**src/design/jets_pkg.sv**
```systemverilog
// ----------------------------------------------------------------------------
// jets_pkg
// Shared types, constants and the log-scale level table for the Julia set
// escape-time pixel block.
// ----------------------------------------------------------------------------
`default_nettype none

package jets_pkg;

  // fixed field widths of the pixel and result words
  localparam int PIX_W         = 12;
  localparam int ITER_W        = 6;
  localparam int LEVEL_W       = 8;
  localparam int CFG_IDX_W     = 3;
  localparam int LEVEL_ENTRIES = 33;
  localparam int LEVEL_IDX_W   = 6;

  // reset values, given with 20 fraction bits and rescaled to the word format
  localparam int     RST_FRAC_BITS = 20;
  localparam longint RST_X_ORIGIN  = -2097152;
  localparam longint RST_Y_ORIGIN  = -1048576;
  localparam longint RST_X_STEP    = 6991;
  localparam longint RST_Y_STEP    = 6991;
  localparam longint RST_C_REAL    = -875561;
  localparam longint RST_C_IMAG    = -243376;

  // register indexes of the configuration port
  typedef enum logic [CFG_IDX_W-1:0] {
    REG_X_ORIGIN = 3'd0,
    REG_Y_ORIGIN = 3'd1,
    REG_X_STEP   = 3'd2,
    REG_Y_STEP   = 3'd3,
    REG_C_REAL   = 3'd4,
    REG_C_IMAG   = 3'd5
  } cfg_reg_t;

  typedef logic [LEVEL_W-1:0] level_t;

  // floor(255*ln(1+it)/ln(33))
  localparam level_t LEVEL_TABLE [LEVEL_ENTRIES] = '{
    8'd0,   8'd50,  8'd80,  8'd101, 8'd117, 8'd130, 8'd141, 8'd151, 8'd160,
    8'd167, 8'd174, 8'd181, 8'd187, 8'd192, 8'd197, 8'd202, 8'd206, 8'd210,
    8'd214, 8'd218, 8'd222, 8'd225, 8'd228, 8'd231, 8'd234, 8'd237, 8'd240,
    8'd243, 8'd245, 8'd248, 8'd250, 8'd252, 8'd255
  };

  // controller to datapath commands
  typedef struct packed {
    logic load;     // latch the pixel word
    logic map_mul;  // index times step products
    logic map_add;  // origin add, start point, clear count
    logic square;   // register re*re, im*im, re*im
    logic step;     // write z^2 + c and bump the count
  } cmd_t;

  // datapath to controller status
  typedef struct packed {
    logic escape;   // |z|^2 >= 4 on the registered products
    logic last;     // count is one short of the limit
  } status_t;

  // table lookup, counts past the end read the last entry
  function automatic level_t level_of(input logic [7:0] it);
    if (it >= 8'(LEVEL_ENTRIES - 1)) begin
      return LEVEL_TABLE[LEVEL_ENTRIES-1];
    end
    return LEVEL_TABLE[it[LEVEL_IDX_W-1:0]];
  endfunction

  // move a reset constant to another number of fraction bits
  function automatic longint scale_reset(input longint v, input int frac);
    if (frac >= RST_FRAC_BITS) begin
      return v <<< (frac - RST_FRAC_BITS);
    end
    return v >>> (RST_FRAC_BITS - frac);
  endfunction

endpackage

`default_nettype wire

```
**src/design/jets_ctrl.sv**
```systemverilog
// ----------------------------------------------------------------------------
// jets_ctrl
// Sequencer: coordinate mapping, then square / update pairs until escape or
// the iteration limit, then one result strobe.
// ----------------------------------------------------------------------------
`default_nettype none

module jets_ctrl
  import jets_pkg::*;
(
  input  wire logic     clk,
  input  wire logic     rst,
  input  wire logic     start,
  input  wire status_t  status,
  output cmd_t          cmd,
  output logic          busy,
  output logic          done
);

  typedef enum logic [5:0] {
    S_IDLE    = 6'b000001,
    S_MAP_MUL = 6'b000010,
    S_MAP_ADD = 6'b000100,
    S_SQUARE  = 6'b001000,
    S_UPDATE  = 6'b010000,
    S_DONE    = 6'b100000
  } state_t;

  state_t state, state_next;

  // next state and commands
  always_comb begin
    state_next = state;
    cmd        = '0;
    unique case (state)
      S_IDLE: begin
        if (start) begin
          cmd.load   = 1'b1;
          state_next = S_MAP_MUL;
        end
      end
      S_MAP_MUL: begin
        cmd.map_mul = 1'b1;
        state_next  = S_MAP_ADD;
      end
      S_MAP_ADD: begin
        cmd.map_add = 1'b1;
        state_next  = S_SQUARE;
      end
      S_SQUARE: begin
        cmd.square = 1'b1;
        state_next = S_UPDATE;
      end
      S_UPDATE: begin
        cmd.step = !status.escape;
        if (status.escape || status.last) begin
          state_next = S_DONE;
        end else begin
          state_next = S_SQUARE;
        end
      end
      S_DONE: begin
        state_next = S_IDLE;
      end
      default: state_next = S_IDLE;
    endcase
  end

  always_ff @(posedge clk) begin
    if (rst) begin
      state <= S_IDLE;
    end else begin
      state <= state_next;
    end
  end

  assign busy = (state != S_IDLE);
  assign done = (state == S_DONE);

endmodule

`default_nettype wire

```
**config.mk**
```make
export PLATFORM = sky130hd
export DESIGN_NAME = jets_ctrl
export DESIGN_NICKNAME = d
export VERILOG_FILES = /design/src/design/jets_pkg.sv /design/src/design/jets_ctrl.sv
export SDC_FILE = /design/constraint.sdc
export NUM_CORES = 1
export LEC_CHECK = 0
export CORE_AREA = 2 2 39 41
export DETAILED_ROUTE_END_ITERATION = 16
export DIE_AREA = 0 0 41 43
export DONT_BUFFER_PORTS = 1
export SETUP_SLACK_MARGIN = 0.4
export SYNTH_ARGS = -nofsm -noshare
export SYNTH_HDL_FRONTEND = slang
export SYNTH_SLANG_ARGS = --single-unit
```
**constraint.sdc**
```tcl
create_clock -name clk -period 1.35 [get_ports clk]
set_clock_uncertainty 0.05 [all_clocks]
set_input_delay 0.27 -clock clk [delete_from_list [all_inputs] [get_ports clk]]
set_output_delay 0.27 -clock clk [all_outputs]
set_load 0.02 [all_outputs]
```
==> out/qor.csv <==
metric;value;unit
start_kind;register;
grt.total_usage;12.6;%
cts-root-buf;clkbuf_4;
cp.buffers_inverters;0;
postRouteAntennaNets;0;
rows;14;
io_pins;12;
hold_path_class;primary input to register;
ir_worst_vdd;0.000232;V
clock_latency;240;ps
drv_slew;0;
holdWs;45.6;ps
grt_max_degree;8;
die_x;41;µm
h-tree-depth;1;
ys.flop_type;dfxtp_1;
post-route-util;42.9;%
largest_register_ffs;6;
syn_area;349;µm²
critPathSlowestCell;or4_4;
max_slew_margin;79.6;%
cts_tree;done;
yosysSeqAreaShare;34.4;%
required;1030;ps
ys_seq_elements;6;
synth_top_area_share;34.4;%
cts_buffers;3;
layout_min_cycle_time;1780;ps
worst_slew_pin_slew;306;ps
clkSinkCount;6;
cts-hold-fix-buffers;0;
clkTransAtPathRegs;40;ps
drt-total-wl;894;µm
antenna_found_initial;0;
violations;negative setup slack;
largestRegisters;state x6;
synth-edff-count;0;
dp_hpwl;692;µm
multi_input_area;292;µm²
leakagePower;0.000251;µW
drt-initial-drc-count;4;
synth_warnings;0;
min_from;rst;
vias;348;
syn_inst;38;
path_delay_family;simple AND/OR/NAND/NOR gates;
worstSetupStartpoint;state[0];
largest-register;state;
n_fill_cell;130;
cp_cell_sequence;or4_4 -> nor3b_4;
initial_core_util;25.2;%
power_density;828;nW/µm²
end_kind;primary output;
critical_path_class;register to primary output;
yosys-top-cells-area;dfxtp_1 (34%), nand3b_1 (6.5%), nor3_1 (5.7%);
die_height;43;µm
rsz0062_at_grt;yes;
outcome;complete, but fails checks;
syn_nets;43;
grt_pass1_wl;1.46;mm
via_per_inst;4.97;
setup_viol;9;
die_area;1760;µm²
grt_pass1_vias;377;
dpl_worst_slack;-193;ps
nets;61;
overflow;0;
synthDistinctLibCells;22;
port_buffers;0;
drv_cap;0;
drive_gt1_share;72.2;%
clock.fmax;562;MHz
syn2layout_area_growth;69.9;%
regArea;128;µm²
drt_pass1_iterations;2;
routedWlPerCell;12.8;µm
gp_congestion;0.613;
finalCritPeriodShare;132;%
core-area;1380;µm²
clockBufferDepth;2;
placedCellCount;64;
stdcell_count;70;
layout_setup_ws;-430;ps
cpPeakStageDelay;570;ps
worst_ep_arrival_time;1460;ps
diodes;0;
reg2reg_from;state[5];
avgSynthCellArea;9.19;µm²
post-route-drc-count;0;
hold_viol;0;
crit_fanout;3;
async_reset_ff_share;0;%
yosys.area.top_type;dfxtp_1;
==> area by class of cell <==
cell class	instances	share of cell area, %
clock buffers	3	3.80
inverters	1	0.633
multi-input cells	29	49.2
flip-flops and latches	6	21.5
well taps	16	3.38
repair buffers	15	21.5
==> cells in the final DEF, fill, tap and decap left out, drive strengths merged, types with 2 or more instances in the layout <==
cell type,count
buf,15
dfxtp,6
nor2,4
nor3,4
nand3b,3
clkbuf,3
nor3b,3
and3b,2
nor4,2
nor2b,2
==> worst paths after layout <==
kind                                 end  depth (start not counted)  slack (ps)
worst max register to register  state[0]                          7        -140
worst min-delay path            state[1]                          1          50
worst min register to register  state[4]                          2         550
worst max-delay path              cmd[2]                          2        -430
==> metrics by stage <==
stage               area, µm²  total power, µW  TNS (ps)
floorplan                 412              277      -591
global placement          497              316      -667
detailed placement        497              318      -742
CTS                       572              495     -2520
global route              593              519     -3070
finish                    593              491     -2290
==> power breakdown <==
group	total (µW)	switching, µW	internal, µW
logic	142	68.8	73.5
registers	193	6.63	186
clock network	156	55.8	100
==> cells by family after synthesis <==
family	synth area share [%]
compound gates	10.4
xor+xnor	2.51
flops	34.4
simple gates	48.7
buf+inv	3.94
==> cell usage after synthesis, types with 2 or more instances <==
| cell type | count |
|---|---|
| dfxtp_1 | 6 |
| nor2_1 | 4 |
| nor3_1 | 4 |
| nand3b_1 | 3 |
| nor2b_1 | 2 |
| nor3b_1 | 2 |
| nor4_1 | 2 |
==> per-layer routing <==
metal | vias to the layer above | wire [µm] | global-route usage, %
met1 | 170 | 386 | 12.1
li1 | 174 | - | -
met4 | 0 | 0 | 10.0
met2 | 4 | 494 | 20.9
met3 | 0 | 13 | 3.14
met5 | - | 0 | 0
==> repair_timing <==
action | 4_1_cts | 5_1_grt
pin swaps | 7 | 2
setup buffers | 2 | 1
setup endpoints to repair | 13 | 13
resized for setup | 9 | 3
(Power assumes the default switching activity.)
