<file path="config.mk">
export PLATFORM = sky130hd
export DESIGN_NAME = jets_cfg
export DESIGN_NICKNAME = d
export VERILOG_FILES = /design/src/design/jets_pkg.sv /design/src/design/jets_cfg.sv
export SDC_FILE = /design/constraint.sdc
export NUM_CORES = 1
export LEC_CHECK = 0
export BUFFER_PORTS_ARGS = -buffer_cell sky130_fd_sc_hd__buf_2
export CORE_MARGIN = 8
export CORE_UTILIZATION = 51
export CTS_CLUSTER_DIAMETER = 80
export CTS_CLUSTER_SIZE = 10
export DETAILED_ROUTE_END_ITERATION = 10
export PLACE_DENSITY = 0.83
export SLEW_MARGIN = 20
export SYNTH_ARGS = -nofsm -noshare
export SYNTH_HDL_FRONTEND = slang
export SYNTH_SLANG_ARGS = --single-unit
</file>
<file path="constraint.sdc">
create_clock -name clk -period 1.8 [get_ports clk]
set_input_delay 0.36 -clock clk [delete_from_list [all_inputs] [get_ports clk]]
set_output_delay 0.36 -clock clk [all_outputs]
set_load 0.1 [all_outputs]
</file>
<file path="src/design/jets_pkg.sv">
// ----------------------------------------------------------------------------
// jets_pkg
// Shared types, constants and the log-scale level table for the Julia set
// escape-time pixel block.
// ----------------------------------------------------------------------------
`default_nettype none

package jets_pkg;

  // fixed field widths of the pixel and result words
  localparam int PIX_W         = 12;
  localparam int ITER_W        = 6;
  localparam int LEVEL_W       = 8;
  localparam int CFG_IDX_W     = 3;
  localparam int LEVEL_ENTRIES = 33;
  localparam int LEVEL_IDX_W   = 6;

  // reset values, given with 20 fraction bits and rescaled to the word format
  localparam int     RST_FRAC_BITS = 20;
  localparam longint RST_X_ORIGIN  = -2097152;
  localparam longint RST_Y_ORIGIN  = -1048576;
  localparam longint RST_X_STEP    = 6991;
  localparam longint RST_Y_STEP    = 6991;
  localparam longint RST_C_REAL    = -875561;
  localparam longint RST_C_IMAG    = -243376;

  // register indexes of the configuration port
  typedef enum logic [CFG_IDX_W-1:0] {
    REG_X_ORIGIN = 3'd0,
    REG_Y_ORIGIN = 3'd1,
    REG_X_STEP   = 3'd2,
    REG_Y_STEP   = 3'd3,
    REG_C_REAL   = 3'd4,
    REG_C_IMAG   = 3'd5
  } cfg_reg_t;

  typedef logic [LEVEL_W-1:0] level_t;

  // floor(255*ln(1+it)/ln(33))
  localparam level_t LEVEL_TABLE [LEVEL_ENTRIES] = '{
    8'd0,   8'd50,  8'd80,  8'd101, 8'd117, 8'd130, 8'd141, 8'd151, 8'd160,
    8'd167, 8'd174, 8'd181, 8'd187, 8'd192, 8'd197, 8'd202, 8'd206, 8'd210,
    8'd214, 8'd218, 8'd222, 8'd225, 8'd228, 8'd231, 8'd234, 8'd237, 8'd240,
    8'd243, 8'd245, 8'd248, 8'd250, 8'd252, 8'd255
  };

  // controller to datapath commands
  typedef struct packed {
    logic load;     // latch the pixel word
    logic map_mul;  // index times step products
    logic map_add;  // origin add, start point, clear count
    logic square;   // register re*re, im*im, re*im
    logic step;     // write z^2 + c and bump the count
  } cmd_t;

  // datapath to controller status
  typedef struct packed {
    logic escape;   // |z|^2 >= 4 on the registered products
    logic last;     // count is one short of the limit
  } status_t;

  // table lookup, counts past the end read the last entry
  function automatic level_t level_of(input logic [7:0] it);
    if (it >= 8'(LEVEL_ENTRIES - 1)) begin
      return LEVEL_TABLE[LEVEL_ENTRIES-1];
    end
    return LEVEL_TABLE[it[LEVEL_IDX_W-1:0]];
  endfunction

  // move a reset constant to another number of fraction bits
  function automatic longint scale_reset(input longint v, input int frac);
    if (frac >= RST_FRAC_BITS) begin
      return v <<< (frac - RST_FRAC_BITS);
    end
    return v >>> (RST_FRAC_BITS - frac);
  endfunction

endpackage

`default_nettype wire

</file>
<file path="src/design/jets_cfg.sv">
// ----------------------------------------------------------------------------
// jets_cfg
// Configuration register file: window origin, step and Julia constant.
// ----------------------------------------------------------------------------
`default_nettype none

module jets_cfg
  import jets_pkg::*;
#(
  parameter int WORD_BITS = 24,
  parameter int FRAC_BITS = 20
) (
  input  wire logic                        clk,
  input  wire logic                        rst,
  input  wire logic                        cfg_we,
  input  wire logic [CFG_IDX_W-1:0]        cfg_index,
  input  wire logic [WORD_BITS-1:0]        cfg_data,
  output logic signed [WORD_BITS-1:0]      x_origin,
  output logic signed [WORD_BITS-1:0]      y_origin,
  output logic signed [WORD_BITS-1:0]      x_step,
  output logic signed [WORD_BITS-1:0]      y_step,
  output logic signed [WORD_BITS-1:0]      c_real,
  output logic signed [WORD_BITS-1:0]      c_imag
);

  // register writes, unknown indexes are dropped
  always_ff @(posedge clk) begin
    if (rst) begin
      x_origin <= WORD_BITS'(scale_reset(RST_X_ORIGIN, FRAC_BITS));
      y_origin <= WORD_BITS'(scale_reset(RST_Y_ORIGIN, FRAC_BITS));
      x_step   <= WORD_BITS'(scale_reset(RST_X_STEP, FRAC_BITS));
      y_step   <= WORD_BITS'(scale_reset(RST_Y_STEP, FRAC_BITS));
      c_real   <= WORD_BITS'(scale_reset(RST_C_REAL, FRAC_BITS));
      c_imag   <= WORD_BITS'(scale_reset(RST_C_IMAG, FRAC_BITS));
    end else if (cfg_we) begin
      unique case (cfg_index)
        REG_X_ORIGIN: x_origin <= cfg_data;
        REG_Y_ORIGIN: y_origin <= cfg_data;
        REG_X_STEP:   x_step   <= cfg_data;
        REG_Y_STEP:   y_step   <= cfg_data;
        REG_C_REAL:   c_real   <= cfg_data;
        REG_C_IMAG:   c_imag   <= cfg_data;
        default: ;
      endcase
    end
  end

endmodule

`default_nettype wire

</file>
==> flow_summary.ini <==
[clocking]
clk_pin_slew_ns = 0.06
cts.sinks = 144
ctsResizeCount = 0
cts_tree = built
hold_buffers = 0
clock_latency_ns = 0.51
htree_levels = 4
cts-root-buf = clkbuf_8
cts_inserted_buffers = 17
cts_setup_buffers = 0
clockBufferDepth = 2

[power]
powerDensity_nw_per_um2 = 1080
power_uw = 7880
peakVddDrop_v = 0.000586
leakagePower_uw = 0.00365

[worst_hold_path]
hold_class = in2reg
holdPathEnd = c_imag[14]
hold_start = cfg_data[14]
worstHoldPathCells = 3

[sta]
max_freq_mhz = 589
slew_headroom = 0.650
clock_skew_ns = 0
fin_crit_ns = 1.70
fin_tns_setup_ns = 0
tightest_slew_ns = 0.528
rsz0062_at_grt = false
drv_slew = 0
period_share = 0.943
setup_viol = 0
hold_slack_ns = 0.129
hold_viol_final = 0

[detailed_routing]
vias_per_cell = 5.10
drt_wl_total_mm = 15.5
drtIter0Drc = 341
post-route-drc-count = 0
antenna_left = 0
first_pass_iters = 4
wl_per_cell_um = 18.2
vias = 4341

[critical_path]
crit_family = buffers and inverters
worstPathRequired_ns = 1.44
reg2reg_depth = 2
arrival_ns = 1.34
r2r-end = x_origin[23]
path_class = reg2out
r2r_slack_ns = 1.09
critPathMaxStageDelay_ns = 0.45
end_kind = output port
cp_max_fo = 2
worst-path-buf-inv = 1
crit_chain = buf_2
rr_startpoint = x_origin[23]
slowest_stage = buf_2
worstSetupStartpointType = flip-flop

[synth]
syn-instance-count = 530
ys_ff_latch = 144
ys_warn_count = 0
syn-cell-area_um2 = 5660
synth_top_family_by_area = multiplexers
synth_xor_area_frac = 0
syn_avg_cell_area_um2 = 10.7
netlist-cell-type-count = 16
synthSimpleGateAreaFrac = 0.199
synthAdderAreaFrac = 0
synth_compound_area_frac = 0
muxShareOfSynthArea = 0.255
synth_nets = 560
yosysSeqAreaShare = 0.510

[placement]
placed_cells = 819
hpwlAfterDp_mm = 11.2
gp_congestion = 0.863
io_buffers = 173

[status]
status = finished clean

[cells_and_area]
fin_nets = 728
final_cells = 852
fill_cells = 855
area_growth_syn_to_layout_pct = 28.9
drive_above_1_share = 0.318

[floorplan]
rows = 38
die_h_um = 121
io_pins = 174
die_area_um2 = 14700
core_um2 = 10800
die_w_um = 121
start_util = 0.522

[global_routing]
grt-ovfl-total = 0
grt_usage = 0.205
antenna_found_initial = 2
grt_use_met3 = 0.0530
grt_use_met2 = 0.340
grt_most_used_layer = met2
grt_pass1_wl_mm = 23.7
grtUsageMet1 = 0.238
grt_max_degree = 59
grt_pass1_vias = 4550

[flow_run]
cap_viol_max_count = 0
==> placed cells by master (no fill, tap or decap) <==
| master | instances |
|---|---|
| mux2i_1 | 144 |
| and4b_1 | 1 |
| buf_12 | 2 |
| clkbuf_16 | 16 |
| nand4bb_2 | 1 |
| clkinvlp_4 | 3 |
| buf_4 | 17 |
| nor4bb_1 | 1 |
| nand4b_1 | 2 |
| nand2b_1 | 117 |
| and4bb_2 | 1 |
| nor4b_4 | 1 |
| dfxtp_1 | 144 |
| nor2_1 | 72 |
| nor4bb_4 | 1 |
| clkbuf_8 | 3 |
| clkbuf_1 | 1 |
| buf_2 | 172 |
| nand4bb_1 | 2 |
| clkinv_2 | 4 |
| bufinv_16 | 4 |
| or4b_4 | 1 |
| diode_2 | 2 |
==> layer usage <==
layer,up-vias,wire [um]
met5,-,0
met4,0,450
met3,30,908
met2,137,7500
met1,2092,6640
li1,2082,-
==> registers in the layout (all words and copies together) (netlist names) <==
| register | flops |
|---|---|
| c_imag | 24 |
| x_step | 24 |
| x_origin | 24 |
| c_real | 24 |
| y_step | 24 |
| y_origin | 24 |
==> Yosys cell counts <==
library cell,instances,area [um^2]
dfxtp_1,144,2880
mux2i_1,144,1440
nand2b_1,117,732
nor2_1,72,270
clkbuf_1,19,71.3
buf_2,17,85.1
buf_6,3,33.8
nand4bb_1,3,33.8
buf_4,2,15.0
nand4b_1,2,17.5
nor4bb_1,2,20.0
and4b_1,1,10.0
and4bb_2,1,12.5
buf_1,1,3.75
nor4b_2,1,15.0
or4b_4,1,13.8
==> through the flow <==
| stage | instance area [um^2] | setup slack [ns] | util |
|---|---|---|---|
| 6_report | 7290 | 0.103 | 0.673 |
| 3_3_place_gp | 6680 | 0.307 | 0.616 |
| 3_5_place_dp | 6680 | 0.269 | 0.616 |
| 2_1_floorplan | 5660 | 0.288 | - |
| 4_1_cts | 7290 | 0.0945 | 0.672 |
| 5_1_grt | 7290 | 0.0529 | 0.673 |
==> how the worst max path moves through the flow <==
stage | start | endpoint | slack [ns] | cells after the start
2_1_floorplan | cfg_index[0] | x_origin[21] | 0.29 | 5
3_3_place_gp | cfg_index[1] | x_origin[22] | 0.31 | 3
3_5_place_dp | cfg_index[1] | x_origin[21] | 0.27 | 3
4_1_cts | y_origin[12] | y_origin[12] | 0.09 | 1
5_1_grt | x_origin[21] | x_origin[21] | 0.05 | 1
6_report | y_origin[19] | y_origin[19] | 0.10 | 1
==> layout make-up <==
type                       instances  area, um^2  area share
clock buffer                      20         445      0.0611
multi-input combinational        344        2590       0.356
timing repair buffer             191        1030       0.141
tap                              140         175      0.0240
antenna                            2        5.00    0.000686
clock inverter                    11         163      0.0223
sequential                       144        2880       0.395
==> report_power, final <==
| group | total [uW] | internal [uW] | leakage [uW] | switching (uW) |
|---|---|---|---|---|
| Combinational | 989 | 221 | 0.00219 | 769 |
| Clock | 3590 | 2310 | 0.000293 | 1280 |
| Sequential | 3300 | 3260 | 0.00117 | 38.5 |
==> cell families (layout without fill, tap and decap cells) <==
| family | after synthesis | count (layout) |
|---|---|---|
| multiplexers | 144 | 144 |
| AND/OR/NAND/NOR | 200 | 200 |
| buffers and inverters | 42 | 222 |
| other | 0 | 2 |
| flip-flops | 144 | 144 |
Power figures use the tool's default switching activity.
